===== src/rtl/skhd_hash.sv =====
`timescale 1ns / 1ps
// running polynomial hash, one character per update
module skhd_hash (
  input  logic        clk_i,
  input  logic        rst_ni,
  input  logic        clr_i,
  input  logic        upd_i,
  input  logic [6:0]  char_i,
  output logic [63:0] hash_o
);
  logic [63:0] hash_q, hash_d;

  // h = h*131 + c, 131 = 128 + 2 + 1 as shifts and adds
  always_comb begin
    hash_d = hash_q;
    if (clr_i) begin
      hash_d = '0;
    end else if (upd_i) begin
      hash_d = (hash_q << 7) + (hash_q << 1) + hash_q + {57'd0, char_i};
    end
  end

  always_ff @(posedge clk_i or negedge rst_ni) begin
    if (!rst_ni) begin
      hash_q <= '0;
    end else begin
      hash_q <= hash_d;
    end
  end

  assign hash_o = hash_q;
endmodule


===== config.mk =====
export PLATFORM = sky130hd
export DESIGN_NAME = skhd_hash
export DESIGN_NICKNAME = d
export VERILOG_FILES = /design/src/rtl/skhd_hash.sv
export SDC_FILE = /design/constraint.sdc
export NUM_CORES = 1
export LEC_CHECK = 0
export BUFFER_PORTS_ARGS = -buffer_cell sky130_fd_sc_hd__buf_2
export CAP_MARGIN = 30
export CORE_ASPECT_RATIO = 0.8
export CORE_MARGIN = 1.5
export CORE_UTILIZATION = 55
export DETAILED_ROUTE_END_ITERATION = 10
export HOLD_SLACK_MARGIN = 0.02
export PLACE_DENSITY = 0.85
export SLEW_MARGIN = 20
export SYNTH_ARGS = -nofsm -noshare
export SYNTH_HDL_FRONTEND = slang
export SYNTH_SLANG_ARGS = --single-unit

===== constraint.sdc =====
create_clock -name clk_i -period 4.96 [get_ports clk_i]
set_clock_uncertainty 0.2 [all_clocks]
set_input_delay 0.992 -clock clk_i [delete_from_list [all_inputs] [get_ports clk_i]]
set_output_delay 0.992 -clock clk_i [all_outputs]
set_load 0.03 [all_outputs]

After elaboration in Yosys (flattened, before gate mapping)
Index checks and enable logic that the tools add are counted.
{ "word_totals": {"regBits": 64, "output_inout_bits": 64} }
{ "op_classes": {"add_sub_neg": 3, "n_mux": 2, "n_reduce_logical": 1} }
{ "ops": {"columns": ["operator", "n"], "rows": [
  ["$add 64x64->64", 2],
  ["$mux 64", 2],
  ["$add 64x7->64", 1],
  ["$reduce_bool 2->1", 1]
]} }

Depth between registers and ports, before layout
Gate-level depths: netlist of run 1.
{ "logic_depth": {"depth_word": 5, "ltp_mapped": 14} }

Least setup slack after synthesis of run 1
Ideal clock, no wire load.
{ "synth_path": {"path_kind": "input to register", "start": "input char_i[1]", "end": "register hash_q[63] (netlist: hash_o[63])", "setup_time_ns": 0.128, "t_arrival_ns": 4.286, "slack_ns": 0.347, "stages": 14, "n_path_buf": 0, "path_cell_list": "fa_1 > ha_1 > fa_1 > a21o_1 > nand4_1 > a21oi_1 > o21ba_1 > a211o_1 > nand4_1 > nand2_1 > a211o_1 > a221oi_2 > mux2i_1 > mux2_1"} }
{ "synth_between": {"elab_chain_len": 3} }
{ "synth_rtl": {"columns": ["element", "line", "source"], "rows": [
  ["start, declared", "8", "input logic [6:0] char_i,"],
  ["$add 64x7->64", "19", "hash_d = (hash_q << 7) + (hash_q << 1) + hash_q + {57'd0, char_i};"],
  ["$mux 64", "18", "end else if (upd_i) begin"],
  ["$mux 64", "16", "if (clr_i) begin"],
  ["end signal, assigned", "27", "hash_q <= hash_d;"],
  ["end, declared", "11", "logic [63:0] hash_q, hash_d;"]
]} }
No other way between the ends. The select of a mux whose other input is x is not followed.
A chain may end at the register's enable or synchronous reset.

Worst setup path after layout of run 1
Ends and elaborated chain as after synthesis.

==> reports/results.txt, run 1 <==
Status - finished, final reports clean
Worst hold start - hash_o[58]
Crit-path max FO - 3
Global-route wire length before repair - 31,200 µm
Flops & latches, synth - 64
Prevailing post-synth register cell - dfrtp_1
RSZ-0062 raised after global routing - false
DP HPWL - 14,700 µm
Setup crit start kind - input port
CTS H-Tree Depth - 3
Hold buffer count at cts - 0
Post-CTS Resized - 0
Data required, critical path - 4.99 ns
Count of flip-flops with a built-in enable after synthesis - 0
Mean Syn Cell Area - 9.09 µm²
Fin crit share - 92.2%
Mapped cell area - 7160 µm²
Hold path depth - 2
Setup Buffers After CTS - 0
Worst setup EP type - flip-flop
Post-DRT Antenna Nets - 0
VDD IR-drop max - 0.439 mV
Core area - 12,800 µm²
Initial antenna violation count - 0
CTS tree - yes
Leakage Power - 4.13 nW
Layout Utilization - 62.2%
Die ar. - 13,700 µm²
Synth async-reset ratio - 100%
R2r worst-path depth - 13
# rows - 37
Seq/Total Area, Yosys - 22.4%
Most frequent cell after synthesis - a21oi_1
Clock Latency Late Sink - 0.35 ns
Minimum clock period - 4.57 ns
Clock Path Buffers - 2
Fin. Hold Viols - 0
Achievable Freq - 0.219 GHz
Root buffer cell - clkbuf_16
Top post-synthesis cells by area - dfrtp_1, fa_1, ha_1
Global route overflow - 0
Initial Util - 56.0%
Die Height - 105 µm
Port Buffer Count - 74
WS Path Type - input port to flip-flop
Worst slew margin - 42.3%
R2r endpoint - hash_o[63]
Final #Nets - 979
Clock-pin slew on the worst setup and hold paths - 0.05 ns
Max_cap viols - 0
Worst slew pin tran - 0.865 ns
Overall global routing resource usage - 29.4%
Top cell type by total area after synthesis - dfrtp_1
Hold WC Path Type - flip-flop to flip-flop
FF-to-FF Start - hash_o[13]
Iter 0 DRT Violations - 715
Max reg flops - 64
DR vias - 6,379
First drt pass iteration count - 5
Ant. Diodes - 0
Syn Nets - 925
Share of layout cells above drive strength 1 - 12.4%
Mapped Cells - 788
Post-synth top cells - a21oi_1, nand2_1, nor2_1
CP arrival - 4.60 ns
Fillers - 1,080
Via density - 6.24
Routability cong. - 0.962
Pin count of the biggest net entering global routing - 41
Vias in the first global route - 6,088
Area growth from synthesis to layout - 10.9%
IO Pins - 75
WL final - 19,200 µm
R2R setup slack - 0.61 ns
Setup violators final - 0
Num CTS Buffers - 9
PD cells - 733 nW/µm²
DR DRC count - 0
Distinct cells, synth - 53
Chip Width - 131 µm
Syn. warnings - 0
WL/cell - 18.8 µm
Clk sink count - 64
Slew Viols, Final - 0
WHS Endpoint - hash_o[58]
Post-synth top area share - 22.4%
Setup TNS - 0 ns
## area by class of cell
cell class                 instances  area [µm²]  share of cell area, %
timing repair buffer              83         442                   5.56
clock buffer                      13         270                   3.40
sequential                        64        1600                   20.2
clock inverter                     3        15.0                  0.189
tap                              175         219                   2.76
multi-input combinational        671        5350                   67.3
inverter                          13        48.8                  0.614
## cells by family (layout without fill, tap and decap cells)
logic type               after synthesis  after routing  share of synthesized area, %
flip-flops                            64             64                          22.4
AO/OA/AOI/OAI                        247            247                          21.4
buffers and inverters                 53            112                          2.99
XOR/XNOR                              60             60                          7.34
AND/OR/NAND/NOR                      212            212                          13.6
adder cells (fa/ha/maj)              126            126                          28.6
multiplexers                          26             26                          3.65
## worst max-delay path, cell delays in order
cell,delay [ns]
buf_2,0.11
fa_1,0.48
ha_1,0.24
fa_1,0.40
a21o_1,0.22
nand4_1,0.11
a21oi_1,0.11
o21ba_1,0.24
a211o_1,0.33
nand4_1,0.10
nand2_1,0.09
a211o_1,0.32
a221oi_2,0.29
mux2i_1,0.24
mux2_1,0.34
## report_power, final
group | total, mW | switching [mW] | internal, mW
logic | 4.05 | 2.51 | 1.54
clock network | 0.628 | 0.252 | 0.377
registers | 1.14 | 0.441 | 0.702
## metal layers
metal,GRT usage [%],up-vias,routed length [µm]
li1,-,2935,-
met1,43.3,3112,8910
met2,43.0,293,8440
met3,5.89,39,1450
met4,10.1,0,424
met5,0,-,0
## metrics by stage
stage / instance area (µm²) / power [mW] / hold WS (ns) / setup WS [ns] / cells
floorplan: 7160 / 4.10 / 0.496 / 0.347 / 788
global placement: 7650 / 4.98 / 0.356 / 0.178 / 1005
detailed placement: 7650 / 5.12 / 0.368 / 0.0748 / 1005
CTS: 7930 / 5.78 / 0.380 / 0.425 / 1021
global route: 7940 / 6.30 / 0.462 / 0.219 / 1022
finish: 7940 / 5.83 / 0.383 / 0.387 / 1022
## cells in the final DEF (no fill, tap or decap), drive strengths merged, types with 5 or more instances in the layout
master / instances
a211oi: 6
a21o: 34
a21oi: 86
a22o: 5
a31oi: 6
a41oi: 5
and3: 14
buf: 83
clkbuf: 13
dfrtp: 64
fa: 63
ha: 63
inv: 13
mux2i: 25
nand2: 70
nand3: 12
nand4: 17
nor2: 66
nor2b: 9
nor3: 9
o21ai: 59
o21bai: 19
xnor2: 45
xor2: 15
## worst max-delay path by stage
| stage | from | endpoint | slack (ns) | depth (start not counted) |
|---|---|---|---|---|
| finish | char_i[1] | hash_o[63] | 0.39 | 15 |
| global route | char_i[1] | hash_o[63] | 0.22 | 15 |
| CTS | char_i[1] | hash_o[63] | 0.43 | 15 |
| detailed placement | char_i[1] | hash_o[63] | 0.07 | 15 |
| global placement | char_i[1] | hash_o[63] | 0.18 | 15 |
| floorplan | char_i[1] | hash_o[63] | 0.35 | 14 |
No activity file was read; power rests on OpenSTA's default activity.
==> inputs of run 2 (changes only) <==
--- a/config.mk
+++ b/config.mk
@@ -9,10 +9,10 @@
 export CAP_MARGIN = 30
 export CORE_ASPECT_RATIO = 0.8
 export CORE_MARGIN = 1.5
-export CORE_UTILIZATION = 55
+export CORE_UTILIZATION = 58
 export DETAILED_ROUTE_END_ITERATION = 10
 export HOLD_SLACK_MARGIN = 0.02
-export PLACE_DENSITY = 0.85
+export PLACE_DENSITY = 0.89
 export SLEW_MARGIN = 20
 export SYNTH_ARGS = -nofsm -noshare
 export SYNTH_HDL_FRONTEND = slang
==> run 2 against run 1 <==
  * Utilization up 3.3 points
  * Largest power group unchanged
  * Sequential power about the same
  * Setup slack better by 0.040 ns
  * Die area down 5.0%
  * Final area down 0.20%
  * Critical path depth unchanged
  * Combinational power down 1%
  * Non-clock buffer count up 3
  * Power down 0.90%
  * First-iteration DRC count down 12%
  * Maximum frequency up 0.89%
==> reports/results.txt, run 2 (synthesis gave the netlist of run 1 again) <==
Setup Buffers After CTS - 0
Pre-CTS WS - 0.0854 ns
Routability cong. - 0.945
Cell count after placement - 985
DR DRC count - 0
Setup violators final - 0
PD cells - 728 nW/µm²
WS Path Type - input port to flip-flop
DR vias - 6,371
Final setup margin - 0.427 ns
Final #Nets - 982
Die Height - 102 µm
Cell Count, Final, Fillers Out - 1,002
Global route overflow - 0
CTS H-Tree Depth - 3
Post-DRT Antenna Nets - 0
Pin count of the biggest net entering global routing - 44
Status - finished, final reports clean
Area growth from synthesis to layout - 10.7%
Data required, critical path - 5.00 ns
Iter 0 DRT Violations - 630
CP arrival - 4.57 ns
Core area - 12,100 µm²
Critical Path, Cell by Cell - buf_2, fa_1, ha_1, fa_1, a21o_1, nand4_1, a21oi_1, o21ba_1, a211o_1, nand4_1, nand2_1, a211o_1, a221oi_2, mux2i_1, mux2_1
Achievable Freq - 0.221 GHz
Root buffer cell - clkbuf_16
Leakage Power - 4.12 nW
GR met2 Demand/Resource - 47.5%
Overall global routing resource usage - 32.1%
Worst slew pin tran - 0.854 ns
Worst slew margin - 43.1%
WL/cell - 19.4 µm
Crit-path max FO - 3
Worst setup EP type - flip-flop
Clock-pin slew on the worst setup and hold paths - 0.06 ns
Slew Viols, Final - 0
Setup crit start kind - input port
Share of layout cells above drive strength 1 - 12.7%
Global-route wire length before repair - 32,000 µm
Fin crit share - 91.4%
Initial antenna violation count - 0
Critical path's largest stage delay - 0.48 ns
First drt pass iteration count - 5
Commonest non-fill, non-tap cell in the layout - a21oi_1
Global route hottest layer - met1
Chip Width - 127 µm
Commonest non-fill, non-tap cells in the layout - a21oi_1, buf_2, nand2_1
Clk sink count - 64
Met3 Usage GRT - 6.81%
Clock Path Buffers - 2
Port Buffer Count - 74
Via density - 6.36
Hold WC Path Type - flip-flop to flip-flop
Met1 Use GR - 48.0%
WL final - 19,500 µm
Num CTS Buffers - 9
Fin. Hold Viols - 0
Delay-heaviest family, CP - compound AO/OA/AOI/OAI gates
Ant. Diodes - 0
Max reg flops - 64
CTS tree - yes
Minimum clock period - 4.53 ns
DP HPWL - 15,000 µm
Crit path buf inv count - 1
Worst hold margin - 0.383 ns
Die ar. - 13,000 µm²
Hold buffer count at cts - 0
Clock Latency Late Sink - 0.36 ns
IO Pins - 75
# rows - 36
RSZ-0062 raised after global routing - false
Setup TNS - 0 ns
VDD IR-drop max - 0.283 mV
Max_cap viols - 0
Initial Util - 59.1%
Post-CTS Resized - 0
Crit-path slowest cell - fa_1
Vias in the first global route - 6,193
## run 2: cell count changes in the layout (fill, tap and decap cells not counted)
cell / before / now
clkinvlp_4: 0 / 3
buf_4: 8 / 11
clkinv_2: 3 / 2
clkbuf_8: 3 / 1
## run 2: power by group
part | internal (mW) | leakage (nW) | total [mW] | switching (mW)
Combinational | 1.54 | 3.12 | 4.01 | 2.47
Sequential | 0.702 | 0.871 | 1.15 | 0.451
Clock | 0.350 | 0.128 | 0.613 | 0.264
Total | 2.59 | 4.12 | 5.77 | 3.18
## run 2: final timing paths
check / start / end / slack, ns / cells past startpoint
worst max-delay path: char_i[1] / hash_o[63] / 0.43 / 15
worst min-delay path: hash_o[62] / hash_o[62] / 0.38 / 2
worst max register to register: hash_o[24] / hash_o[63] / 0.56 / 13
worst min register to register: hash_o[62] / hash_o[62] / 0.38 / 2
max in group asynchronous: rst_ni / hash_o[0] / 3.15 / 2
min in group asynchronous: rst_ni / hash_o[56] / 0.41 / 1
## run 2: worst min-delay path: cells and delay by family, from the launching register on
kind               cells  cell delay, ns
AOI/OAI and AO/OA      1            0.07
DFF                    1            0.41
and+or+nand+nor        1            0.06
## run 2: area by class of cell
cell class	instances	area (µm²)
timing repair buffer	86	464
inverter	13	48.8
multi-input combinational	671	5350
fill	1041	4190
tap	152	190
sequential	64	1600
clock buffer	11	243
clock inverter	5	32.5
## run 2: through the flow
step	area, µm²	util (%)	power (mW)
after detailed placement	7640	63.1	5.07
after CTS	7920	65.3	5.72
after global placement	7640	63.1	4.95
after floorplan	7160	-	4.10
final	7930	65.4	5.77
after global routing	7930	65.4	6.24
## run 2: metal layers
metal	part of all wire, %	up-vias
li1	-	2944
met1	48	3123
met2	43	268
met3	7.9	36
met4	1.7	0
met5	0	-
